--- config.mk ---
export PLATFORM = sky130hd
export DESIGN_NAME = pafk_front
export DESIGN_NICKNAME = d
export VERILOG_FILES = /design/src/hdl/pafk_pkg.sv /design/src/hdl/pafk_front.sv
export SDC_FILE = /design/constraint.sdc
export NUM_CORES = 1
export LEC_CHECK = 0
export BUFFER_PORTS_ARGS = -buffer_cell sky130_fd_sc_hd__buf_2
export CAP_MARGIN = 20
export CORE_ASPECT_RATIO = 1.4
export CORE_MARGIN = 1.5
export CORE_UTILIZATION = 49
export CTS_CLUSTER_DIAMETER = 80
export DETAILED_ROUTE_END_ITERATION = 16
export PLACE_DENSITY = 0.81
export SETUP_SLACK_MARGIN = 0.2
export SLEW_MARGIN = 20
export SYNTH_ARGS = -nofsm -noshare
export SYNTH_HDL_FRONTEND = slang
export SYNTH_SLANG_ARGS = --single-unit
--- constraint.sdc ---
create_clock -name clk -period 5.4 [get_ports clk]
set_input_delay 0.54 -clock clk [delete_from_list [all_inputs] [get_ports clk]]
set_output_delay 0.54 -clock clk [all_outputs]
set_load 0.03 [all_outputs]
--- src/hdl/pafk_pkg.sv ---
// shared types, constants and helper functions for the planar arm forward kinematics unit
// no dependencies; imported by every module of the block
`default_nettype none

package pafk_pkg;

    localparam int CORDIC_STEPS = 16;
    localparam int POS_WIDTH    = 24;
    localparam int OUT_W        = 24;
    localparam int EXT_W        = (POS_WIDTH > OUT_W) ? POS_WIDTH : OUT_W;
    localparam int CNT_W        = $clog2(CORDIC_STEPS);
    localparam int ANG_W        = 15;
    localparam int TURN_W       = 18;
    localparam int REM_W        = 13;
    localparam int LEN_W        = 16;
    localparam int TRIG_W       = 32;
    localparam int Z_W          = 27;
    localparam int PROD_W       = 49;
    localparam int DELTA_W      = 19;
    localparam int SUM_W        = ((POS_WIDTH > DELTA_W) ? POS_WIDTH : DELTA_W) + 1;
    localparam int DIFF_W       = OUT_W + 1;
    localparam int SQ_W         = 2 * DIFF_W;
    localparam int DSQ_W        = SQ_W + 1;
    localparam int THR_W        = 23;
    localparam int TSQ_W        = 2 * THR_W;
    localparam int QUEUE_DEPTH  = 4;
    localparam int QPTR_W       = $clog2(QUEUE_DEPTH);
    localparam int QCNT_W       = QPTR_W + 1;

    localparam logic signed [TURN_W-1:0] FULL_TURN    = 18'sd23040;
    localparam logic signed [TURN_W-1:0] TWO_TURNS    = 18'sd46080;
    localparam logic [ANG_W-1:0]         QUARTER_TURN = 15'd5760;
    localparam logic [ANG_W-1:0]         HALF_TURN    = 15'd11520;
    localparam logic [ANG_W-1:0]         THREE_QUARTER = 15'd17280;
    localparam logic signed [TRIG_W-1:0] CORDIC_GAIN  = 32'sd652032874;

    localparam logic [1:0] REG_TARGET_X       = 2'd0;
    localparam logic [1:0] REG_TARGET_Y       = 2'd1;
    localparam logic [1:0] REG_NEAR_THRESHOLD = 2'd2;

    typedef struct packed {
        logic [1:0]       quad;
        logic [REM_W-1:0] rem;
        logic [LEN_W-1:0] length;
        logic             start;
        logic             last;
    } seg_t;

    typedef struct packed {
        logic [OUT_W-1:0] target_x;
        logic [OUT_W-1:0] target_y;
        logic [THR_W-1:0] near_threshold;
    } cfg_t;

    function automatic logic signed [Z_W-1:0] atan_entry(input logic [4:0] idx);
        logic signed [Z_W-1:0] r;
        case (idx)
            5'd0:    r = 27'sd11796480;
            5'd1:    r = 27'sd6963869;
            5'd2:    r = 27'sd3679517;
            5'd3:    r = 27'sd1867780;
            5'd4:    r = 27'sd937515;
            5'd5:    r = 27'sd469214;
            5'd6:    r = 27'sd234664;
            5'd7:    r = 27'sd117339;
            5'd8:    r = 27'sd58671;
            5'd9:    r = 27'sd29335;
            5'd10:   r = 27'sd14668;
            5'd11:   r = 27'sd7334;
            5'd12:   r = 27'sd3667;
            5'd13:   r = 27'sd1833;
            5'd14:   r = 27'sd917;
            5'd15:   r = 27'sd458;
            5'd16:   r = 27'sd229;
            5'd17:   r = 27'sd115;
            5'd18:   r = 27'sd57;
            5'd19:   r = 27'sd29;
            5'd20:   r = 27'sd14;
            5'd21:   r = 27'sd7;
            5'd22:   r = 27'sd4;
            5'd23:   r = 27'sd2;
            default: r = '0;
        endcase
        return r;
    endfunction

    // clamp a widened sum back to the accumulator range
    function automatic logic signed [POS_WIDTH-1:0] sat_pos(input logic signed [SUM_W-1:0] v);
        logic [SUM_W-POS_WIDTH:0] hi;
        logic signed [POS_WIDTH-1:0] r;
        hi = v[SUM_W-1:POS_WIDTH-1];
        if ((&hi) || (~|hi))
            r = v[POS_WIDTH-1:0];
        else if (v[SUM_W-1])
            r = {1'b1, {(POS_WIDTH-1){1'b0}}};
        else
            r = {1'b0, {(POS_WIDTH-1){1'b1}}};
        return r;
    endfunction

    // clamp an accumulator to the output coordinate range
    function automatic logic signed [OUT_W-1:0] sat_out(input logic signed [POS_WIDTH-1:0] v);
        logic signed [EXT_W-1:0] e;
        logic [EXT_W-OUT_W:0] hi;
        logic signed [OUT_W-1:0] r;
        e  = EXT_W'(v);
        hi = e[EXT_W-1:OUT_W-1];
        if ((&hi) || (~|hi))
            r = e[OUT_W-1:0];
        else if (e[EXT_W-1])
            r = {1'b1, {(OUT_W-1){1'b0}}};
        else
            r = {1'b0, {(OUT_W-1){1'b1}}};
        return r;
    endfunction

endpackage

`default_nettype wire

--- src/hdl/pafk_front.sv ---
// front end: accepts segment words, keeps the running angle and splits it into quadrant
// and remainder; depends on pafk_pkg
`default_nettype none

module pafk_front
(
    input  wire logic                      clk,
    input  wire logic                      rst_n,
    input  wire logic                      in_valid,
    output logic                           in_ready,
    input  wire logic [15:0]               in_angle,
    input  wire logic [15:0]               in_length,
    input  wire logic                      in_start,
    input  wire logic                      in_last,
    input  wire logic                      q_full,
    output logic                           q_push,
    output pafk_pkg::seg_t                 q_data
);
    import pafk_pkg::*;

    logic [ANG_W-1:0]         angle_reg;
    logic [ANG_W-1:0]         angle_next;
    logic [ANG_W-1:0]         base;
    logic signed [TURN_W-1:0] total;
    logic signed [TURN_W-1:0] wrapped;
    logic [ANG_W-1:0]         wang;
    logic [ANG_W-1:0]         rem_full;
    logic [1:0]               quad;

    assign in_ready = !q_full;
    assign q_push   = in_valid && !q_full;

    always_comb
    begin
        base  = in_start ? '0 : angle_reg;
        total = $signed({{(TURN_W-ANG_W){1'b0}}, base}) + TURN_W'($signed(in_angle));
        if (total < -FULL_TURN)
            wrapped = total + TWO_TURNS;
        else if (total < 0)
            wrapped = total + FULL_TURN;
        else if (total < FULL_TURN)
            wrapped = total;
        else if (total < TWO_TURNS)
            wrapped = total - FULL_TURN;
        else
            wrapped = total - TWO_TURNS;
        wang = wrapped[ANG_W-1:0];
        if (wang >= THREE_QUARTER)
        begin
            quad     = 2'd3;
            rem_full = wang - THREE_QUARTER;
        end
        else if (wang >= HALF_TURN)
        begin
            quad     = 2'd2;
            rem_full = wang - HALF_TURN;
        end
        else if (wang >= QUARTER_TURN)
        begin
            quad     = 2'd1;
            rem_full = wang - QUARTER_TURN;
        end
        else
        begin
            quad     = 2'd0;
            rem_full = wang;
        end
        q_data.quad   = quad;
        q_data.rem    = rem_full[REM_W-1:0];
        q_data.length = in_length;
        q_data.start  = in_start;
        q_data.last   = in_last;
        angle_next    = q_push ? wang : angle_reg;
    end

    always_ff @(posedge clk or negedge rst_n)
    begin
        if (!rst_n)
            angle_reg <= '0;
        else
            angle_reg <= angle_next;
    end

endmodule

`default_nettype wire

# Word level (Yosys, flattened, before mapping)
# Index checks and enable logic that the tools add are counted.
# word_totals
regBits,15
out_inout_bits,35
# classes
n_lt_le_gt_ge,7
n_reduce_logical,2
addsub,8
muxes,11
# ops
cell,n
$mux W15,5
$mux W13,3
$lt A17 B16 Y1 const B,2
$add A15 B15 Y15 const B,2
$sub A15 B15 Y15 const B,2
$add A16 B16 Y17,1
$lt A17 B1 Y1 const B,1
$lt A17 B17 Y1 const B,1
$ge A15 B13 Y1 const B,1
$ge A15 B14 Y1 const B,1
$ge A15 B15 Y1 const B,1
$sub A13 B10 Y13 const B,1
$sub A13 B12 Y13 const B,1
$sub A13 B13 Y13 const B,1
$mux W2,2
$logic_and A1 B1 Y1,1
$logic_not A1 Y1,1
$mux W1,1

# Logic depth before layout (Yosys ltp)
# Gate-level depths: netlist of run 1.
# logic_depth
ltp_word,11
ltp_mapped,24
depth_no_buf,21

# Worst setup path before layout of run 1
# Ideal clock, no wire load.
# synth_timing
path_type,input to output
start,input in_start
end,output q_data[26] (netlist bit)
path_slack_ns,-0.666
path_buffers,2
path_stages,21
t_arrival_ns,5.526
cell_sequence,clkbuf_1 nor2b_1 ha_1 fa_1 a211oi_1 o21ai_2 a21oi_4 xor2_4 inv_2 ha_1 a2111oi_4 nor3_2 o31ai_1 a21oi_1 or3b_1 buf_2 o31a_1 o21a_4 inv_2 a211oi_1 a211oi_1
# synth_rtl
item,line_no,rtl
start: declaration,pafk_front.sv:13,"input wire logic in_start,"
end: declaration,pafk_front.sv:17,output pafk_pkg::seg_t q_data

==> flow_results.org, run 1 <==
** Run status
- The run finished with clean final reports.

** Global routing
- Wire length of the first global-routing pass :: 13.2 mm
- Maximum number of pins on one net before global-route repair :: 27
- The number of global-route vias before repair was 2,914.
- The total overflow left after global routing is 0.
- The number of antenna violations at the first check in global routing was 0.
- Total Routing Usage GR :: 0.273

** Setup path
- Largest fanout of any net on the critical path :: 7
- The worst setup path is launched from a flip-flop.
- Worst path required time :: 4.86 ns
- The worst setup path is of the reg -> out kind.
- For the worst setup path, the data arrival time is ~4.8 ns.
- CP endpoint kind :: output pin

** Timing
- Across the routed clock network, the largest skew measured is 0.000954 ns.
- Setup_tns :: 0 ns
- Worst rel slew slack :: 0.496
- Final WS setup :: 0.0701 ns
- Unrepaired setup endpoints after global routing :: true
- The final count of hold timing violations is 0.
- In the finished design, the share of the clock period the worst path needs comes to 0.987.
- Setup-failing EPs final :: 0
- For the pin with the worst max-slew slack, the measured transition is ~0.75 ns.
- Clock period minus final worst setup slack :: 5.33 ns
- Highest clock rate :: around 0.19 GHz
- Number of slew-limit violations in the final report :: 0

** Floorplan
- For this design the top-level I/O count stands at 73.
- Vertical die dimension :: 92.0 um
- Effective utilization at floorplan :: 0.506
- The floorplan step defined a die boundary enclosing 6130 um^2.
- Number of cell rows :: 32
- The floorplan step set the die width to roughly 67 um.
- Floorplan Core Area :: 5490 um^2

** Synth
- Number of warnings issued by yosys :: 0
- Sequential fraction of the synthesis area :: 0.135
- Net count of the mapped netlist :: 417
- Post-synth top area cell :: sky130_fd_sc_hd__dfrtp_1
- For this run, the leading register cell type out of synthesis is sky130_fd_sc_hd__dfrtp_1.
- Post-Syn Area per Cell :: 7.79 um^2
- Count of distinct cell types in the synthesized netlist :: 72
- FFs w/ async S/R, synth :: 1.00
- Synth Register Bits :: 15
- Synthesis produced a netlist whose cell count is 356.
- In this run, synthesis inferred 0 flip-flops with an integrated enable.
- Portion of synthesized cell area occupied by the leading cell type :: 0.135
- Cell Area, Synth :: 2770 um^2
- Most area-consuming cells after synthesis :: sky130_fd_sc_hd__dfrtp_1 14%, sky130_fd_sc_hd__ha_1 9.9%, sky130_fd_sc_hd__buf_4 7.6%

** Clock network
- Hold-fix buffers at CTS :: 0
- TritonCTS created 3 clock buffers.
- Later-pin clock latency in the skew report :: 0.25 ns
- Clock root buffer :: sky130_fd_sc_hd__clkbuf_8
- Clock-pin slew on the worst setup and hold paths :: 0.06 ns
- TritonCTS built the clock tree.
- Maximum clock insertion buffer count :: 2
- Clock tree synthesis found a total of 15 sinks.
- CTS H-tree depth :: 1

** Worst hold path
- Class of the tightest hold or removal check :: in -> async

** Cells and area
- Summing all non-filler instances in the final layout gives an area of 3920 um^2.
- Final std cells w/o fill :: 493
- Compared with the post-synthesis result, the final layout area differs by 41.5%.
- For this run, the post-layout net count is 487.
- The register with the most flip-flops in the layout has 15 of them.
- Number of diodes added for antenna fixing :: 0
- Ratio of cells with drive above 1 in the final layout :: 0.492

** Routing
- Avg Vias per Cell :: 6.30
- Mean routed wirelength per cell :: 19.0 um
- Drc violations :: 0
- The first routing iteration left approximately 280 violations.
- The detail route stage leaves a number of antenna-violating nets equal to 0.
- The routed layout has between 3k and 4k vias.
- Drt pass-1 iters :: 5
- Detailed-route wire length :: 9.36 mm

** Flow run
- Across the run, the number of max-cap violations was 0.

** Placement
- Routability-driven placement finished with a final weighted congestion of 1.08.
- Number of I/O port buffers :: 38
- Number of placed instances, taps included :: ~460
- Pre-CTS setup slack :: -0.00930 ns
- Summed over all nets, the half-perimeter wirelength after detailed placement is about 6.3 mm.
- Area after detailed placement :: between 3000 and 4000 um^2
kinds of logic after synthesis:
logic type / share of synthesized area
fa+ha+maj: 0.106
flops: 0.135
compound gates: 0.332
simple gates: 0.212
mux: 0.0122
buf+inv: 0.126
xor+xnor: 0.0767
metrics by stage:
| stage | utilization | hold WS (ns) |
|---|---|---|
| final | 0.715 | 0.183 |
| after global routing | 0.715 | 0.204 |
| after CTS | 0.634 | 0.182 |
| after detailed placement | 0.583 | 0.454 |
| after global placement | 0.583 | 0.452 |
| after floorplan | - | 0.244 |
Yosys cell counts, types with 2 or more instances:
master,instances
sky130_fd_sc_hd__buf_2,9
sky130_fd_sc_hd__nand3_1,6
sky130_fd_sc_hd__nor3_1,8
sky130_fd_sc_hd__nand4_1,5
sky130_fd_sc_hd__and3_1,5
sky130_fd_sc_hd__nand2_1,40
sky130_fd_sc_hd__ha_1,22
sky130_fd_sc_hd__nor2_1,11
sky130_fd_sc_hd__and2_1,4
sky130_fd_sc_hd__inv_2,2
sky130_fd_sc_hd__a211oi_1,5
sky130_fd_sc_hd__a21oi_1,21
sky130_fd_sc_hd__a31oi_1,5
sky130_fd_sc_hd__xor2_1,8
sky130_fd_sc_hd__o21ai_2,4
sky130_fd_sc_hd__a221o_1,2
sky130_fd_sc_hd__o2bb2ai_1,3
sky130_fd_sc_hd__o2111ai_1,3
sky130_fd_sc_hd__o21ai_1,6
sky130_fd_sc_hd__o31ai_1,6
sky130_fd_sc_hd__clkbuf_1,5
sky130_fd_sc_hd__xnor2_1,10
sky130_fd_sc_hd__a21boi_1,2
sky130_fd_sc_hd__a211oi_2,2
sky130_fd_sc_hd__o211ai_1,3
sky130_fd_sc_hd__o31a_1,3
sky130_fd_sc_hd__mux2_2,3
sky130_fd_sc_hd__o21ai_0,26
sky130_fd_sc_hd__buf_4,28
sky130_fd_sc_hd__dfrtp_1,15
sky130_fd_sc_hd__a22oi_1,2
sky130_fd_sc_hd__or3_1,2
sky130_fd_sc_hd__nand2b_1,3
sky130_fd_sc_hd__nor4_1,3
sky130_fd_sc_hd__a21oi_2,3
sky130_fd_sc_hd__nor2b_1,16
sky130_fd_sc_hd__a21o_1,5
sky130_fd_sc_hd__inv_1,15
sky130_fd_sc_hd__a21oi_4,2
timing repair:
item / CTS / global route
pin swaps: 10 / 36
endpoints found under the setup margin: 6 / 7
buffers inserted: 11 / 16
resized for setup: 32 / 73
worst paths after layout:
kind / cells past startpoint / end / slack, ns / start
max: 23 / q_data[27] / 0.07 / angle_reg[0]
min: 1 / angle_reg[7] / 0.18 / rst_n
max reg2reg: 18 / angle_reg[11] / 1.56 / angle_reg[0]
min reg2reg: 2 / angle_reg[7] / 0.48 / angle_reg[7]
max in group asynchronous: 1 / angle_reg[14] / 4.97 / rst_n
min in group clk: 2 / angle_reg[7] / 0.48 / angle_reg[7]
layout make-up:
type	count	area [um^2]
clock inverter	1	5.00
clock buffer	3	41.3
multi-input combinational	281	2560
sequential	15	375
tap	68	85.1
inverter	17	68.8
timing repair buffer	108	790
fill	332	1560
layout by cell type, fill, tap and decap left out, types with 9 or more instances in the layout:
cell type	count
sky130_fd_sc_hd__a21oi_1	14
sky130_fd_sc_hd__buf_2	31
sky130_fd_sc_hd__nand2_1	37
sky130_fd_sc_hd__inv_1	14
sky130_fd_sc_hd__o21ai_0	22
sky130_fd_sc_hd__nor2b_1	9
sky130_fd_sc_hd__ha_1	11
sky130_fd_sc_hd__a21oi_2	9
sky130_fd_sc_hd__dfrtp_1	15
sky130_fd_sc_hd__nor2_1	10
sky130_fd_sc_hd__buf_6	9
sky130_fd_sc_hd__buf_4	65
critical path, stage by stage, from the launching register on:
cell and delay (ns):
sky130_fd_sc_hd__dfrtp_1 0.37, sky130_fd_sc_hd__nor2b_1 0.13, sky130_fd_sc_hd__ha_2 0.18, sky130_fd_sc_hd__fa_2 0.35, sky130_fd_sc_hd__a211oi_2 0.21, sky130_fd_sc_hd__o21ai_2 0.14
sky130_fd_sc_hd__a21oi_4 0.23, sky130_fd_sc_hd__xor2_4 0.17, sky130_fd_sc_hd__inv_2 0.07, sky130_fd_sc_hd__ha_4 0.17, sky130_fd_sc_hd__a2111oi_4 0.30, sky130_fd_sc_hd__buf_4 0.20
sky130_fd_sc_hd__nor3_4 0.06, sky130_fd_sc_hd__o31ai_1 0.25, sky130_fd_sc_hd__a21oi_1 0.10, sky130_fd_sc_hd__or3b_4 0.38, sky130_fd_sc_hd__buf_4 0.15, sky130_fd_sc_hd__buf_8 0.13
sky130_fd_sc_hd__a31o_4 0.26, sky130_fd_sc_hd__buf_6 0.14, sky130_fd_sc_hd__nand2b_1 0.15, sky130_fd_sc_hd__a21boi_1 0.18, sky130_fd_sc_hd__nor3_2 0.05, sky130_fd_sc_hd__buf_4 0.17
layer usage:
layer  global-route usage  wire, um  vias up  part of all wire
met1                0.301      3410     1457              0.36
met3               0.0160       542       58             0.058
li1                     -         -     1413                 -
met5                    0         0        -                 0
met4                0.158       616        0             0.066
met2                0.497      4790      177              0.51
Power of run 1 is not shown: default switching activity piles up to over one toggle a cycle in this logic, so the estimate is an artifact.
==> inputs of run 2 (changes only) <==
- ABC_AREA: default -> 1
- CORE_UTILIZATION: 49 -> 50
==> flow_results.org, run 2 <==
** Routing
- The residual antenna-violating net count after detailed routing is 0 (unchanged).
- Detailed-route wire length :: 7.59 mm (-19%)
- The per-cell via count in the routed design was 5.32 (-16%).
- Drt pass-1 iters :: 4 (-1)
- Drc violations :: 0 (unchanged)
- The number of vias in the routed layout is 3,185 (+2.6%).
- The detailed router's first-iteration violation count is 151 (-46%).
- Mean routed wirelength per cell :: 12.7 um (-33%)

** Setup path
- The largest fanout on the critical path is 16 (+9).
- Worst setup SP type :: input pin
- The endpoint identified for the worst register-to-register timing path is angle_reg[14].
- Worst path required time :: 4.86 ns (about the same)
- Worst setup path class :: in -> out
- Crit-path most repeated cell :: sky130_fd_sc_hd__nand2_1
- Worst reg-to-reg setup slack :: 2.24 ns (+0.68 ns)
- The cell count of the worst reg-to-reg path was 24 (+6).
- In this run the critical register-to-register path is launched from angle_reg[2].
- Critical-path top delay cell :: sky130_fd_sc_hd__ha_1
- The data arrival at the endpoint of the critical path is 4.18 ns (-0.61 ns).
- CP endpoint kind :: output pin
- Largest stage delay, worst path :: 0.36 ns (-0.02 ns)

** Timing
- The total negative slack for setup checks came to 0 ns (unchanged).
- Setup repair after global routing left no endpoint under its margin.
- The final setup skew came to 0.00220 ns (+0.00125 ns).
- Number of slew-limit violations in the final report :: 0 (unchanged)
- The time the worst path needs with I/O delays and setup came to 4.72 ns (-0.611 ns).
- Setup-failing EPs final :: 0 (unchanged)
- The final count of hold timing violations was 0 (unchanged).
- The fraction of the cycle the final worst path needs came to 0.874 (-0.113).
- The peak clock frequency supported by timing came to 0.212 GHz (+13%).
- The pin slew with the least headroom to its limit is 0.572 ns (-0.182 ns).
- Worst rel slew slack :: 0.618 (+0.122)

** Pwr
- The internal portion of the total power is between 0.0007 and 0.0008 W.
- Sequential fraction of design power :: 0.079
- Of the total power, the share spent switching nets is 0.640.
- The design draws 0.00220 W.
- Of the total power, combinational logic draws 0.881.
- Static leakage :: roughly 1.8 nW
- Fraction of power consumed by the clock network :: 0.041
- Power spread over the standard cell area amounts to 694 nW/um^2.
- Worst supply voltage drop on vdd :: 0.716 mV
- Summed over all nets, the switching power comes to 0.00141 W.

** Worst hold path
- The worst hold path belongs to the class in -> async.

** Placement
- Number of placed instances, taps included :: 595 (+29%)
- DP HPWL :: 6.25 mm (-0.22%)
- Final weighted congestion of routability-driven global placement :: 0.976 (-9.3%)
- Number of I/O port buffers :: 38 (unchanged)

** Clock network
- Maximum clock insertion buffer count :: 2 (unchanged)
- Hold-fix buffers at CTS :: 0 (unchanged)
- # Post-CTS Setup Buffers :: 0 (-11)
- Post_cts resized :: 0 (-100%)
- Clock root buffer :: sky130_fd_sc_hd__clkbuf_8
- The number of H-tree levels came to 1 (unchanged).
- # clock sinks :: 15 (unchanged)
- Inserted Clock Buffers :: 3 (unchanged)
- TritonCTS clock tree :: done
- The clock-pin slew of the registers on the worst-case setup and hold paths is 0.06 ns (about the same).
- Later-pin clock latency in the skew report :: 0.24 ns (about the same)

** Global routing
- The first-pass GRT wire length came to 12.6 mm (-4.9%).
- Via count of the first global-routing pass :: 3,001 (+3.0%)
- The pin count of the biggest net entering global routing was 22 (-19%).
- The all-layer global routing usage is 0.243 (-0.0300).
- Leftover overflow at the end of global routing :: 0 (unchanged)
- The number of antenna violations at the first check in global routing is 0 (unchanged).

** Cells and area
- The end-of-flow core utilization was 0.541 (-0.175).
- The layout cell share with drive strength beyond 1 came to 0.236 (-0.255).
- Leading cell types in the layout, fill and taps excluded :: 152 x sky130_fd_sc_hd__nand2_1, 66 x sky130_fd_sc_hd__inv_1, 53 x sky130_fd_sc_hd__nand3_1
- The antenna cell count was 0 (unchanged).
- The final layout net count is 591 (+21%).
- Leaving out fill and tap cells, the most frequent cell in the layout is sky130_fd_sc_hd__nand2_1.
- Synthesis-to-layout area growth :: 4.20%
- The final cell count without fillers was 599 (+22%).
- Max reg flops :: 15 (unchanged)

** Synth
- The post-synthesis average cell area came to 5.91 um^2 (-24%).
- Flip-flop cell with the highest count after synthesis :: sky130_fd_sc_hd__dfrtp_1
- The share of synthesized area occupied by flip-flops and latches is 0.123 (-0.0119).
- By count the netlist is led by 152 x sky130_fd_sc_hd__nand2_1, 66 x sky130_fd_sc_hd__inv_1, 53 x sky130_fd_sc_hd__nand3_1.
- Count of distinct cell types in the synthesized netlist :: 35 (-51%)
- The synthesized instance count came to 515 (+45%).
- sky130_fd_sc_hd__nand2_1 is the most common cell in the netlist.
- Most area-consuming cells after synthesis :: sky130_fd_sc_hd__nand2_1 19%, sky130_fd_sc_hd__dfrtp_1 12%, sky130_fd_sc_hd__ha_1 9.0%
- Net count of the mapped netlist :: 576 (+38%)
- Portion of synthesized cell area occupied by the leading cell type :: 0.188 (+0.0523)
- The synthesized design spends more area on one cell type than any other, namely sky130_fd_sc_hd__nand2_1.
- Number of warnings issued by yosys :: 0 (unchanged)
- The number of storage elements in the synthesis netlist is 15 (unchanged).
- The combined area of all synthesized cells was 3040 um^2 (+9.7%).
- The number of synthesized flops with an enable pin is 0 (unchanged).
- The share of flip-flops with an asynchronous set or reset is 1.00 (unchanged).

** Run status
- Run status :: finished clean

** Floorplan
- Horizontal die dimension :: 68.9 um (+3.5%)
- The core area is 5860 um^2 (+6.9%).
- Die Area :: 6570 um^2 (+7.2%)
- Vertical die dimension :: 95.3 um (+3.5%)
- Io pins :: 73 (unchanged)
- The initial cell density of the core is 0.519 (+0.0131).
- The number of standard-cell rows in the floorplan came to 33 (+3.1%).

** Flow run
- The max-cap violation count is 0 (unchanged).
[run 2: cell count changes after synthesis, sizes merged, moves of 16 or more]
| cell | before | now |
|---|---|---|
| nor2b | 16 | 0 |
| nand2 | 41 | 189 |
| inv | 17 | 86 |
| nand3 | 6 | 62 |
| o21ai | 36 | 20 |
| nor2 | 11 | 47 |
[run 2: layer usage]
metal | part of all wire | GRT usage | vias up
met5 | 0 | 0 | -
met4 | 0.032 | 0.114 | 0
met3 | 0.041 | 0.0213 | 26
met2 | 0.50 | 0.439 | 85
met1 | 0.42 | 0.278 | 1459
li1 | - | - | 1615
[run 2: critical path: cells and delay by family]
kind,cells,cell delay (ns)
fa+ha+maj,2,0.58
simple gates,24,2.22
buf+inv,5,0.62
compound gates,1,0.20
[run 2: logic make-up (layout without fill, tap and decap cells)]
logic type,count (synthesis),in the layout,synth area share
fa+ha+maj,23,23,0.0971
flops,15,15,0.123
compound gates,39,39,0.0765
xor+xnor,8,8,0.0230
buf+inv,117,131,0.177
simple gates,313,313,0.503
[run 2: power by group through the flow]
| stage | clock network [W] | logic (W) | registers, W |
|---|---|---|---|
| 2_1_floorplan | 0 | 0.00156 | 0.000169 |
| 3_3_place_gp | 0 | 0.00189 | 0.000173 |
| 3_5_place_dp | 0 | 0.00191 | 0.000175 |
| 4_1_cts | 0.0000907 | 0.00193 | 0.000173 |
| 5_1_grt | 0.0000960 | 0.00213 | 0.000178 |
| 6_report | 0.0000891 | 0.00194 | 0.000174 |
[run 2: how the worst max path moves through the flow]
| stage | start | end | slack, ns | depth (start not counted) |
|---|---|---|---|---|
| after floorplan | in_start | q_data[25] | 0.97 | 26 |
| after global placement | in_start | q_data[29] | 0.83 | 32 |
| after detailed placement | in_start | q_data[29] | 0.75 | 33 |
| after CTS | in_start | q_data[29] | 0.74 | 33 |
| after global routing | in_start | q_data[25] | 0.34 | 29 |
| final | in_start | q_data[29] | 0.68 | 32 |
[run 2: metrics by stage]
stage               worst slack, ns  area (um^2)  hold slack (ns)
finish                        0.681         3170            0.182
global route                  0.335         3170            0.208
CTS                           0.745         3170            0.191
detailed placement            0.753         3120            0.454
global placement              0.830         3120            0.451
floorplan                     0.966         3040            0.244
[run 2: final cells by class]
cell class	instances	area, um^2
Fill cell	616	2690
Multi-Input combinational cell	383	2130
Sequential cell	15	375
Inverter	88	335
Clock buffer	4	45.0
Tap cell	70	87.6
Timing Repair Buffer	39	198
No activity file was read; power rests on OpenSTA's default activity.
