[config.mk]
export PLATFORM = sky130hd
export DESIGN_NAME = pafk_queue
export DESIGN_NICKNAME = d
export VERILOG_FILES = /design/src/hdl/pafk_pkg.sv /design/src/hdl/pafk_queue.sv
export SDC_FILE = /design/constraint.sdc
export NUM_CORES = 1
export LEC_CHECK = 0
export ABC_AREA = 1
export BUFFER_PORTS_ARGS = -buffer_cell sky130_fd_sc_hd__buf_2
export CORE_ASPECT_RATIO = 0.6
export CORE_MARGIN = 4
export CORE_UTILIZATION = 35
export DETAILED_ROUTE_END_ITERATION = 7
export HOLD_SLACK_MARGIN = 0.15
export PLACE_DENSITY = 0.64
export SYNTH_ARGS = -nofsm -noshare
export SYNTH_HDL_FRONTEND = slang
export SYNTH_SLANG_ARGS = --single-unit
[constraint.sdc]
create_clock -name clk -period 1.8 [get_ports clk]
set_clock_uncertainty 0.1 [all_clocks]
set_input_delay 0.27 -clock clk [delete_from_list [all_inputs] [get_ports clk]]
set_output_delay 0.27 -clock clk [all_outputs]
set_load 0.005 [all_outputs]
[src/hdl/pafk_pkg.sv]
// shared types, constants and helper functions for the planar arm forward kinematics unit
// no dependencies; imported by every module of the block
`default_nettype none

package pafk_pkg;

    localparam int CORDIC_STEPS = 16;
    localparam int POS_WIDTH    = 24;
    localparam int OUT_W        = 24;
    localparam int EXT_W        = (POS_WIDTH > OUT_W) ? POS_WIDTH : OUT_W;
    localparam int CNT_W        = $clog2(CORDIC_STEPS);
    localparam int ANG_W        = 15;
    localparam int TURN_W       = 18;
    localparam int REM_W        = 13;
    localparam int LEN_W        = 16;
    localparam int TRIG_W       = 32;
    localparam int Z_W          = 27;
    localparam int PROD_W       = 49;
    localparam int DELTA_W      = 19;
    localparam int SUM_W        = ((POS_WIDTH > DELTA_W) ? POS_WIDTH : DELTA_W) + 1;
    localparam int DIFF_W       = OUT_W + 1;
    localparam int SQ_W         = 2 * DIFF_W;
    localparam int DSQ_W        = SQ_W + 1;
    localparam int THR_W        = 23;
    localparam int TSQ_W        = 2 * THR_W;
    localparam int QUEUE_DEPTH  = 4;
    localparam int QPTR_W       = $clog2(QUEUE_DEPTH);
    localparam int QCNT_W       = QPTR_W + 1;

    localparam logic signed [TURN_W-1:0] FULL_TURN    = 18'sd23040;
    localparam logic signed [TURN_W-1:0] TWO_TURNS    = 18'sd46080;
    localparam logic [ANG_W-1:0]         QUARTER_TURN = 15'd5760;
    localparam logic [ANG_W-1:0]         HALF_TURN    = 15'd11520;
    localparam logic [ANG_W-1:0]         THREE_QUARTER = 15'd17280;
    localparam logic signed [TRIG_W-1:0] CORDIC_GAIN  = 32'sd652032874;

    localparam logic [1:0] REG_TARGET_X       = 2'd0;
    localparam logic [1:0] REG_TARGET_Y       = 2'd1;
    localparam logic [1:0] REG_NEAR_THRESHOLD = 2'd2;

    typedef struct packed {
        logic [1:0]       quad;
        logic [REM_W-1:0] rem;
        logic [LEN_W-1:0] length;
        logic             start;
        logic             last;
    } seg_t;

    typedef struct packed {
        logic [OUT_W-1:0] target_x;
        logic [OUT_W-1:0] target_y;
        logic [THR_W-1:0] near_threshold;
    } cfg_t;

    function automatic logic signed [Z_W-1:0] atan_entry(input logic [4:0] idx);
        logic signed [Z_W-1:0] r;
        case (idx)
            5'd0:    r = 27'sd11796480;
            5'd1:    r = 27'sd6963869;
            5'd2:    r = 27'sd3679517;
            5'd3:    r = 27'sd1867780;
            5'd4:    r = 27'sd937515;
            5'd5:    r = 27'sd469214;
            5'd6:    r = 27'sd234664;
            5'd7:    r = 27'sd117339;
            5'd8:    r = 27'sd58671;
            5'd9:    r = 27'sd29335;
            5'd10:   r = 27'sd14668;
            5'd11:   r = 27'sd7334;
            5'd12:   r = 27'sd3667;
            5'd13:   r = 27'sd1833;
            5'd14:   r = 27'sd917;
            5'd15:   r = 27'sd458;
            5'd16:   r = 27'sd229;
            5'd17:   r = 27'sd115;
            5'd18:   r = 27'sd57;
            5'd19:   r = 27'sd29;
            5'd20:   r = 27'sd14;
            5'd21:   r = 27'sd7;
            5'd22:   r = 27'sd4;
            5'd23:   r = 27'sd2;
            default: r = '0;
        endcase
        return r;
    endfunction

    // clamp a widened sum back to the accumulator range
    function automatic logic signed [POS_WIDTH-1:0] sat_pos(input logic signed [SUM_W-1:0] v);
        logic [SUM_W-POS_WIDTH:0] hi;
        logic signed [POS_WIDTH-1:0] r;
        hi = v[SUM_W-1:POS_WIDTH-1];
        if ((&hi) || (~|hi))
            r = v[POS_WIDTH-1:0];
        else if (v[SUM_W-1])
            r = {1'b1, {(POS_WIDTH-1){1'b0}}};
        else
            r = {1'b0, {(POS_WIDTH-1){1'b1}}};
        return r;
    endfunction

    // clamp an accumulator to the output coordinate range
    function automatic logic signed [OUT_W-1:0] sat_out(input logic signed [POS_WIDTH-1:0] v);
        logic signed [EXT_W-1:0] e;
        logic [EXT_W-OUT_W:0] hi;
        logic signed [OUT_W-1:0] r;
        e  = EXT_W'(v);
        hi = e[EXT_W-1:OUT_W-1];
        if ((&hi) || (~|hi))
            r = e[OUT_W-1:0];
        else if (e[EXT_W-1])
            r = {1'b1, {(OUT_W-1){1'b0}}};
        else
            r = {1'b0, {(OUT_W-1){1'b1}}};
        return r;
    endfunction

endpackage

`default_nettype wire

[src/hdl/pafk_queue.sv]
// short queue of classified segments between front and back end
// depends on pafk_pkg
`default_nettype none

module pafk_queue
(
    input  wire logic           clk,
    input  wire logic           rst_n,
    input  wire logic           push,
    input  wire pafk_pkg::seg_t push_data,
    output logic                full,
    output logic                valid,
    output pafk_pkg::seg_t      pop_data,
    input  wire logic           pop
);
    import pafk_pkg::*;

    seg_t              mem [QUEUE_DEPTH];
    logic [QPTR_W-1:0] wr_ptr_reg, wr_ptr_next;
    logic [QPTR_W-1:0] rd_ptr_reg, rd_ptr_next;
    logic [QCNT_W-1:0] count_reg, count_next;
    logic              do_pop;

    assign full     = (count_reg == QCNT_W'(QUEUE_DEPTH));
    assign valid    = (count_reg != '0);
    assign pop_data = mem[rd_ptr_reg];
    assign do_pop   = pop && valid;

    always_comb
    begin
        wr_ptr_next = push ? wr_ptr_reg + 1'b1 : wr_ptr_reg;
        rd_ptr_next = do_pop ? rd_ptr_reg + 1'b1 : rd_ptr_reg;
        count_next  = count_reg + QCNT_W'(push) - QCNT_W'(do_pop);
    end

    always_ff @(posedge clk)
    begin
        if (push)
            mem[wr_ptr_reg] <= push_data;
    end

    always_ff @(posedge clk or negedge rst_n)
    begin
        if (!rst_n)
        begin
            wr_ptr_reg <= '0;
            rd_ptr_reg <= '0;
            count_reg  <= '0;
        end
        else
        begin
            wr_ptr_reg <= wr_ptr_next;
            rd_ptr_reg <= rd_ptr_next;
            count_reg  <= count_next;
        end
    end

endmodule

`default_nettype wire

### After elaboration in Yosys (flattened, before gate mapping)

Memory sizes are Yosys's and may differ from the RTL's.
Cells that the tools add are included.

| cells by class | value |
|---|---|
| add/subtract/negate cells | 4 |
| equality and inequality tests | 1 |
| multiplexer cells | 2 |
| reductions and logical operators | 2 |

Operators by type and width:

| cell | number |
|---|---|
| 2-bit by 1-bit adder with 2-bit output, second input constant | 2 |
| 3-bit by 1-bit adder with 3-bit output | 1 |
| 3-bit == test, second input constant | 1 |
| 3-bit nonzero test | 1 |
| 3-bit by 1-bit subtractor with 3-bit output | 1 |
| 1-bit two-way mux | 2 |
| 1-bit logical AND | 1 |

| word-level totals | value |
|---|---|
| register bits | 7 |
| memory bits (writable) | 132 |
| input bits | 37 |
| output and inout port bits | 35 |
| logic and storage cells | 13 |
| memories kept | 1 |

Memories:

| name | words | bits a word | rd ports | clocked after memory_dff | wr ports | RTL line | RTL |
|---|---|---|---|---|---|---|---|
| mem | 4 | 33 | 1 | 0 | 1 | pafk_queue.sv:18 | `seg_t mem [QUEUE_DEPTH];` |

### Logic depth before layout (Yosys ltp)

Gate-level depths: netlist of the first run.

| logic depth | value |
|---|---|
| depth in word-level cells | 3 |
| gate-level depth with buffers | 11 |

### Least setup slack after synthesis of the first run

OpenSTA, ideal clock, no wires.

| timing path | value |
|---|---|
| path type | reg-to-reg |
| start point | register count_reg[1] |
| end point | register count_reg[2] |
| setup time | 117 ps |
| data arrival time | 1824 ps |
| data required time | 1583 ps |
| setup slack | -241 ps |
| stages on the path, launching flop included | 12 |
| buffers on the path | 0 |
| period minus slack after synthesis | 2041 ps |
| cell sequence | dfrtp_1 > nor2_1 > nand2_1 > nand2_1 > inv_1 > ha_1 > inv_1 > ha_1 > fa_1 > xor2_1 > nand2_1 > nand2_1 |

| on the way | value |
|---|---|
| longest elaborated chain between the ends | 3 |
| elaborated cells between the ends (all ways) | 4 |
| those cells by class | add/sub: 2; reduce/logical: 2 |

Ends and longest elaborated chain:

| what | RTL line | RTL |
|---|---|---|
| from (decl) | pafk_queue.sv:21 | `logic [QCNT_W-1:0] count_reg, count_next;` |
| from (signal assigned) | pafk_queue.sv:54 | `count_reg <= count_next;` |
| 3-bit nonzero test | pafk_queue.sv:25 | `assign valid = (count_reg != '0);` |
| net valid | pafk_queue.sv:12 | `output logic valid,` |
| 1-bit logical AND | pafk_queue.sv:27 | `assign do_pop = pop && valid;` |
| net do_pop | pafk_queue.sv:22 | `logic do_pop;` |
| 3-bit by 1-bit subtractor with 3-bit output | pafk_queue.sv:33 | `count_next = count_reg + QCNT_W'(push) - QCNT_W'(do_pop);` |
| net count_next[2] | pafk_queue.sv:21 |  |

The timed path passes the listed nets, and every way through them passes these cells.
A chain may end at the register's enable or synchronous reset.

### Worst setup path in the final report of the first run

| timing path | value |
|---|---|
| start point | register count_reg[0] |
| end point | register count_reg[2] |

| on the way | value |
|---|---|
| longest elaborated chain between the ends | 3 |
| elaborated cells between the ends (all ways) | 4 |
| those cells by class | add/sub: 2; reduce/logical: 2 |

Ends and longest elaborated chain:

| what | RTL line |
|---|---|
| 3-bit nonzero test | pafk_queue.sv:25 |
| 1-bit logical AND | pafk_queue.sv:27 |
| net do_pop | pafk_queue.sv:22 |
| 3-bit by 1-bit subtractor with 3-bit output | pafk_queue.sv:33 |
| net count_next[2] | pafk_queue.sv:21 |

The timed path passes the listed nets, and every way through them passes these cells.

==> impl_metrics.yaml, run 1 <==
layout:
  multi_input_area_sq_um: 1450
  seq_area_sq_um: 4140
  nFillCells: 1352
  utilization_pct: 50.8
  layout.nets: 651
  largest_register_ff_count: 132
  stdcell_area_sq_um: 7880
  antenna_cells: 0
  syn_to_final_growth_pct: 40.6
  drive_gt1_share_pct: 31.6
power_and_ir_drop:
  intPower_w: 0.00868
  p_leak_nw: 3.15
  p_per_area_nw_per_um2: 1680
  pwr-share-clk_pct: 26.5
  p_sw_w: 0.00453
  comb_power_share_pct: 39.7
  share_seq_of_total_power_pct: 33.8
  power_switching_share_pct: 34.3
  irDropWorstVdd_v: 0.000644
  power.total_w: 0.0132
worst_hold_path:
  hold_path_depth: 2
  holdCritStartpoint: "rd_ptr_reg[1]"
  hp-class: "reg -> reg"
  holdPathEnd: "rd_ptr_reg[1]"
setup_path:
  r2r_slack_ns: -0.20
  worst_path_largest_cell_delay_ns: 0.39
  critPathCaptureType: "flip-flop"
  critPathRequiredTime_ns: 2.00
  cp_data_arrival_time_ns: 2.19
  critical_path_class: "reg -> reg"
  path_max_fanout: 2
  path_common_cell: "nand2_1"
  startpoint_type: "flip-flop"
  worst-path-buf-inv: 2
  r2r-end: "count_reg[2]"
  reg2reg_from: "count_reg[0]"
  critPathTopFamily: "adder cells"
  crit_chain: "nor2_1 > nand2_1 > nand2_2 > inv_2 > ha_4 > inv_2 > ha_4 > fa_2 > xor2_1 > nand2_1 > nand2_1"
  reg2reg_depth: 11
  cp_slowest_cell: "fa_2"
drt:
  drt_pass1_iterations: 4
  top_layer: "met4"
  wl_met1_mm: 5.84
  wl_mm: 13.5
  vias: 3745
  vias_per_cell: 4.55
  remaining_drc_errors: 0
  ant_nets: 0
  wl_per_cell_microns: 16.3
  drt_iter0_drc: 290
  route.met3.wl_mm: 1.12
  wl_met2_mm: 6.42
clocking:
  clockBufferDepth: 2
  insertion_delay_ns: 0.40
  cts_buffers: 17
  path_clk_slew_ns: 0.06
  cts_root_buf: "clkbuf_16"
  htreeDepth: 4
  cts_tree: "yes"
  clock_sinks: 139
die:
  placeableCoreArea_sq_um: 15500
  dieArea_sq_um: 18200
  io_pins: 72
  die_width_microns: 171
  rows: 35
  start_util_pct: 36.1
  die_y_microns: 106
placed_design:
  io_buffers: 71
  dp_hpwl_mm: 6.90
  gp_congestion: 0.716
  post_dp_cell_area_sq_um: 6380
  pre_cts_slack_ns: -0.148
status:
  failed_checks: "negative setup slack"
  status: "finished with violations"
run:
  maxCapViolCount: 0
synth:
  ys_seq_area_share_pct: 73.9
  netlist_area_sq_um: 5600
  netlist-cell-type-count: 19
  synthTopCellsByArea: "edfxtp_1, nand2_1, nor2_1"
  syn_nets: 515
  synth_top_area_share_pct: 70.7
  avgSynthCellArea_sq_um: 11.9
  ys_ff_latch: 139
  yosysTopAreaCell: "edfxtp_1"
  syn_inst: 471
  yosysWarnings: 0
grt:
  grt_pass1_wl_mm: 18.5
  grt.overflow.total: 0
  grt_max_degree: 61
  grt_util_all_layers_pct: 13.4
  grt_pass1_vias: 3655
  antenna_found_initial: 0
timing:
  slew_violations: 0
  rsz0062_at_grt: "true"
  fmax_ghz: 0.501
  finalCriticalPeriod_ns: 2.00
  timing.final.ws_setup_ns: -0.196
  hold_violations: 0
  relSlewSlack_pct: 76.5
  finalSetupViolations: 35
  timing.final.crit_share_pct: 111
  tightest_slew_ns: 0.351
## layout by cell type (no fill, tap or decap)
| master | count |
|---|---|
| edfxtp_1 | 132 |
| nand2_1 | 109 |
| buf_2 | 70 |
| nor2_1 | 46 |
| inv_1 | 40 |
| dlygate4sd3_1 | 37 |
| o21ai_1 | 25 |
| o21ai_2 | 23 |
| clkbuf_16 | 22 |
| o21ai_0 | 16 |
| nor2_4 | 14 |
| buf_12 | 14 |
| buf_4 | 9 |
| nor2_2 | 7 |
| clkinvlp_4 | 7 |
| nand2_2 | 6 |
| dfrtp_1 | 6 |
| inv_2 | 4 |
| ha_1 | 4 |
| o21ai_4 | 3 |
| clkinv_1 | 3 |
| bufinv_16 | 3 |
| inv_6 | 3 |
| buf_6 | 3 |
| xor2_1 | 2 |
| nand3_1 | 2 |
| ha_4 | 2 |
| inv_8 | 1 |
| xnor2_2 | 1 |
| nor3_1 | 1 |
| fa_2 | 1 |
| clkbuf_1 | 1 |
| clkinv_4 | 1 |
| buf_8 | 1 |
| dfrtp_2 | 1 |
## logic make-up after synthesis
kind of cell	Yosys count	share of synthesized area [%]
buffers and inverters	70	5.52
flip-flops	139	73.9
AND/OR/NAND/NOR	185	12.5
AO/OA/AOI/OAI	67	5.98
XOR/XNOR	3	0.469
adder cells (fa/ha/maj)	7	1.70
## repair_timing
action,4_1_cts,5_1_grt
hold endpoints to repair,143,0
endpoints found under the setup margin,35,35
pin swaps,0,42
hold buffers,37,0
cloned,0,9
setup buffers,1,3
resized for setup,2,99
## cell usage after synthesis (all sizes together)
master    n
fa        1
xnor2     1
buf      17
clkbuf    5
o21ai    67
nand2   115
edfxtp  132
nand3     2
inv      47
dfrtp     7
nor3      1
ha        6
xor2      2
nor2     67
clkinv    1
## stage by stage
| stage | hold WS (ns) | instances | TNS (ns) |
|---|---|---|---|
| 2_1_floorplan | -0.126 | 471 | -0.196 |
| 3_3_place_gp | 0.0139 | 741 | -0.123 |
| 3_5_place_dp | 0.0207 | 741 | -0.152 |
| 4_1_cts | 0.402 | 811 | -4.20 |
| 5_1_grt | 0.448 | 823 | -7.46 |
| 6_report | 0.393 | 823 | -4.66 |
## layout make-up
| cell class | instances | share of cell area [%] |
|---|---|---|
| clock inverters | 14 | 2.16 |
| clock buffers | 18 | 5.45 |
| multi-input cells | 262 | 18.4 |
| flip-flops and latches | 139 | 52.5 |
| repair buffers | 139 | 15.8 |
| inverters | 48 | 2.48 |
| well taps | 203 | 3.22 |
## power groups by stage
stage          logic (W)  clock network, W  registers, W
6_report         0.00525           0.00350       0.00446
5_1_grt          0.00585           0.00374       0.00451
4_1_cts          0.00402           0.00358       0.00443
3_5_place_dp     0.00392                 0       0.00450
3_3_place_gp     0.00381                 0       0.00447
2_1_floorplan    0.00226                 0       0.00446
## how the worst max path moves through the flow
stage	end	slack, ns	cells past startpoint	start
after floorplan	count_reg[2]	-0.16	11	count_reg[1]
after global placement	count_reg[2]	-0.12	11	count_reg[1]
after detailed placement	count_reg[2]	-0.15	11	count_reg[1]
after CTS	pop_data[10]	-0.17	6	rd_ptr_reg[0]
after global routing	count_reg[2]	-0.32	11	count_reg[0]
final	count_reg[2]	-0.20	11	count_reg[0]
## metal layers
metal,up-vias,track usage [%]
met5,-,0
met4,0,4.97
met3,6,3.75
met2,122,21.9
met1,1762,16.9
li1,1855,-
## tightest hold or removal path, delay by kind of cell, from the launching register on
family	cells	cell delay, ns
AND/OR/NAND/NOR	2	0.10
flip-flops	1	0.36
Power figures use the tool's default switching activity.
==> run 2, diff against run 1 <==
CAP_MARGIN = 5   (was not set)
CELL_PAD_IN_SITES_DETAIL_PLACEMENT = 0   (was not set)
CELL_PAD_IN_SITES_GLOBAL_PLACEMENT = 1   (was not set)
PLACE_DENSITY = 0.74   (was 0.64)
==> impl_metrics.yaml, run 2 (same netlist as run 1, synthesis figures left out) <==
timing:
  slew_violations: 0
  fmax_ghz: 0.508
  finalSetupViolations: 35
  relSlewSlack_pct: 76.3
  timing.final.crit_share_pct: 109
  hold_violations: 0
  hold_slack_ns: 0.391
  tightest_slew_ns: 0.354
  timing.final.ws_setup_ns: -0.168
  finalCriticalPeriod_ns: 1.97
  rsz0062_at_grt: "true"
layout:
  antenna_cells: 0
  largest_register_ff_count: 132
  drive_gt1_share_pct: 22.5
  layout.nets: 642
  syn_to_final_growth_pct: 31.5
  nFillCells: 1392
  layout_common_cells: "edfxtp_1, nand2_1, buf_2"
  final_common_cell: "edfxtp_1"
  utilization_pct: 47.5
die:
  rows: 35
  die_y_microns: 106
  start_util_pct: 36.1
  dieArea_sq_um: 18200
  die_width_microns: 171
  io_pins: 72
  placeableCoreArea_sq_um: 15500
worst_hold_path:
  holdCritStartpoint: "rd_ptr_reg[1]"
  holdPathEnd: "rd_ptr_reg[1]"
  hp-class: "reg -> reg"
  hold_path_depth: 2
power_and_ir_drop:
  irDropWorstVdd_v: 0.000810
  p_per_area_nw_per_um2: 1620
  p_leak_nw: 2.99
placed_design:
  dp_hpwl_mm: 6.87
  gp_congestion: 0.719
  io_buffers: 71
setup_path:
  path_max_fanout: 2
  cp_data_arrival_time_ns: 2.17
  r2r_slack_ns: -0.17
  startpoint_type: "flip-flop"
  r2r-end: "count_reg[2]"
  reg2reg_depth: 11
  critical_path_class: "reg -> reg"
  reg2reg_from: "count_reg[0]"
  critPathRequiredTime_ns: 2.00
  critPathCaptureType: "flip-flop"
clocking:
  clockBufferDepth: 2
  insertion_delay_ns: 0.40
  cts_tree: "yes"
  cts_root_buf: "clkbuf_16"
  clock_sinks: 139
  path_clk_slew_ns: 0.06
  cts_buffers: 17
  htreeDepth: 4
drt:
  vias_per_cell: 4.41
  wl_per_cell_microns: 14.1
  ant_nets: 0
  drt_iter0_drc: 198
  wl_mm: 11.5
  drt_pass1_iterations: 6
  remaining_drc_errors: 0
  vias: 3588
grt:
  grt_pass1_vias: 3488
  grt_max_degree: 52
  grt.overflow.total: 0
  antenna_found_initial: 0
  grt_pass1_wl_mm: 18.4
  grt_util_all_layers_pct: 13.1
run:
  maxCapViolCount: 0
status:
  failed_checks: "negative setup slack"
  status: "finished with violations"
[run 2: routing by layer]
metal,up-vias,routed length [microns],part of all wire (%),GRT usage (%)
met5,-,0,0,0
met4,0,52,0.45,3.56
met3,5,464,4.0,3.68
met2,67,5270,46,20.5
met1,1688,5700,50,18.1
li1,1828,-,-,-
[run 2: stage by stage]
step	worst slack [ns]	total power (W)	cell area (sq um)	TNS, ns	std cells
finish	-0.168	0.0119	7370	-2.20	813
global route	-0.238	0.0128	7370	-6.40	813
CTS	-0.157	0.0120	7310	-3.17	811
detailed placement	-0.144	0.00832	6320	-0.144	741
global placement	-0.114	0.00823	6320	-0.114	741
floorplan	-0.162	0.00673	5620	-0.196	471
[run 2: how the worst max path moves through the flow]
stage / cells after the start / slack [ns] / end / startpoint
after floorplan: 11 / -0.16 / count_reg[2] / count_reg[1]
after global placement: 11 / -0.11 / count_reg[2] / count_reg[1]
after detailed placement: 11 / -0.14 / count_reg[2] / count_reg[0]
after CTS: 6 / -0.16 / pop_data[22] / rd_ptr_reg[0]
after global routing: 11 / -0.24 / count_reg[2] / count_reg[0]
final: 11 / -0.17 / count_reg[2] / count_reg[0]
[run 2: cell type report]
type                            count  area, sq um  area share [%]
Tap cell                          203          254            3.45
Sequential cell                   139         4140            56.2
Clock inverter                     14          173            2.34
Timing Repair Buffer              130          992            13.5
Multi-Input combinational cell    262         1190            16.2
Clock buffer                       17          425            5.77
Inverter                           48          188            2.55
[run 2: where the power goes]
part,internal (W),total [W],switching (W)
clock,0.00218,0.00347,0.00130
sequential,0.00425,0.00442,0.000174
combinational,0.00162,0.00403,0.00241
[run 2: timing repair]
action,CTS,global route
hold endpoints to repair,144,0
gates resized for setup,8,13
pin swaps,0,4
setup endpoints to repair,35,35
buffers inserted,2,2
hold buffers,37,0
[run 2: critical path: stages (launching register included)]
cell and delay [ns]:
dfrtp_1 0.38, nor2_1 0.10, nand2_1 0.09, nand2_2 0.08, inv_2 0.05, ha_4 0.26, inv_2 0.04, ha_4 0.15
fa_2 0.37, xor2_1 0.15, nand2_1 0.05, nand2_1 0.04
==> run 3, diff against run 2 <==
CORE_MARGIN = not set   (was 4)
==> impl_metrics.yaml, run 3 (same netlist as run 1, synthesis figures left out) <==
power_and_ir_drop:
  p_leak_nw: 3.07
  irDropWorstVdd_v: 0.000724
  power.total_w: 0.0126
  p_per_area_nw_per_um2: 1660
clocking:
  clock_sinks: 139
  cts_root_buf: "clkbuf_16"
  path_clk_slew_ns: 0.06
  htreeDepth: 4
  cts_tree: "yes"
  clockBufferDepth: 2
  cts_buffers: 17
  insertion_delay_ns: 0.41
timing:
  fmax_ghz: 0.482
  slew_violations: 0
  hold_violations: 0
  rsz0062_at_grt: "true"
  finalCriticalPeriod_ns: 2.08
  tightest_slew_ns: 0.361
  finalSetupViolations: 35
  timing.final.ws_setup_ns: -0.276
  setup-tns-final_ns: -5.06
  timing.final.crit_share_pct: 115
  relSlewSlack_pct: 75.9
setup_path:
  cp_data_arrival_time_ns: 1.71
  critPathTopFamily: "buffers and inverters"
  startpoint_type: "flip-flop"
  path_common_cell: "nor2_1"
  critPathCaptureType: "primary output"
  cp_slowest_cell: "dfrtp_2"
  r2r_slack_ns: -0.17
  reg2reg_from: "count_reg[1]"
  critical_path_class: "reg -> out"
  worst_path_largest_cell_delay_ns: 0.48
  path_max_fanout: 12
  crit_chain: "buf_4 > clkbuf_16 > nor2_1 > nor2_1 > o21ai_1 > nand2_1 > buf_2"
  r2r-end: "count_reg[2]"
  reg2reg_depth: 11
  critPathRequiredTime_ns: 1.43
  worst-path-buf-inv: 3
placed_design:
  placedCellCount: 741
  dp_hpwl_mm: 6.65
  io_buffers: 71
  pre_cts_slack_ns: -0.143
  gp_congestion: 0.738
  post_dp_cell_area_sq_um: 6310
grt:
  use_met3_pct: 3.80
  met2_usage_pct: 24.2
  grt_pass1_vias: 3588
  grt_use_met1_pct: 18.9
  grt_busiest_layer: "met2"
  grt_max_degree: 52
  grt_pass1_wl_mm: 18.0
  grt_util_all_layers_pct: 14.6
  grt.overflow.total: 0
  antenna_found_initial: 0
die:
  die_y_microns: 100
  start_util_pct: 36.1
  placeableCoreArea_sq_um: 15500
  die_width_microns: 165
  io_pins: 72
  rows: 35
  dieArea_sq_um: 16500
layout:
  layout.nets: 646
  largest_register_ff_count: 132
  stdcell_area_sq_um: 7560
  final_common_cell: "edfxtp_1"
  layout_common_cells: "edfxtp_1, nand2_1, buf_2"
  antenna_cells: 0
  nFillCells: 1356
  seq_area_sq_um: 4140
  stdcell_count: 818
  multi_input_area_sq_um: 1260
  drive_gt1_share_pct: 25.9
  syn_to_final_growth_pct: 34.9
status:
  status: "finished with violations"
  failed_checks: "design-rule violations, negative setup slack"
worst_hold_path:
  holdPathEnd: "rd_ptr_reg[1]"
  holdCritStartpoint: "pop"
  hold_path_depth: 5
  hp-class: "in -> reg"
drt:
  drt_pass1_iterations: 6
  drt_iter0_drc: 162
  vias_per_cell: 4.51
  ant_nets: 0
  wl_per_cell_microns: 14.5
  wl_mm: 11.8
  vias: 3690
  remaining_drc_errors: 12
run:
  maxCapViolCount: 0
## run 3: through the flow
stage	util, %	hold slack (ns)
after floorplan	-	-0.126
after global placement	40.7	0.0181
after detailed placement	40.7	0.0246
after CTS	47.3	0.399
after global routing	48.7	0.170
final	48.7	0.141
## run 3: worst max-delay path by stage
stage | startpoint | to | slack [ns] | cells after the start
after floorplan | count_reg[1] | count_reg[2] | -0.16 | 11
after global placement | count_reg[1] | count_reg[2] | -0.12 | 11
after detailed placement | count_reg[1] | count_reg[2] | -0.14 | 11
after CTS | count_reg[1] | count_reg[2] | -0.15 | 11
after global routing | rd_ptr_reg[0] | pop_data[24] | -0.33 | 7
final | rd_ptr_reg[0] | pop_data[24] | -0.28 | 7
## run 3: worst register-to-register path, cell delays in order, from the launching register on
cell	delay, ns
dfrtp_1	0.39
nor2_2	0.10
nand2_1	0.06
nand2_1	0.08
inv_1	0.05
ha_1	0.26
inv_1	0.04
ha_2	0.16
fa_2	0.37
xnor2_2	0.14
nand2_1	0.06
nand2_1	0.05
## run 3: layout make-up
type,count,share of cell area [%]
multi-input cells,262,16.6
clock inverters,14,2.57
flip-flops and latches,139,54.8
well taps,203,3.36
inverters,48,2.48
repair buffers,134,14.5
clock buffers,18,5.68
## run 3: repair_timing
item,CTS,global route
endpoints found under the setup margin,35,36
hold endpoints to repair,143,0
setup buffers,0,2
cloned,0,5
gates resized for setup,19,37
pin swaps,0,9
hold buffers,39,0
## run 3: metal layers
layer  part of all wire [%]  wire (microns)  up-vias
met3                    4.9             580       13
met2                     47            5520       89
li1                       -               -     1839
met4                   0.96             114        0
met5                      0               0        -
met1                     47            5620     1749
## run 3: power by group
part / switching, W / internal [W]
logic: 0.00258 / 0.00188
registers: 0.000202 / 0.00425
clock network: 0.00132 / 0.00232
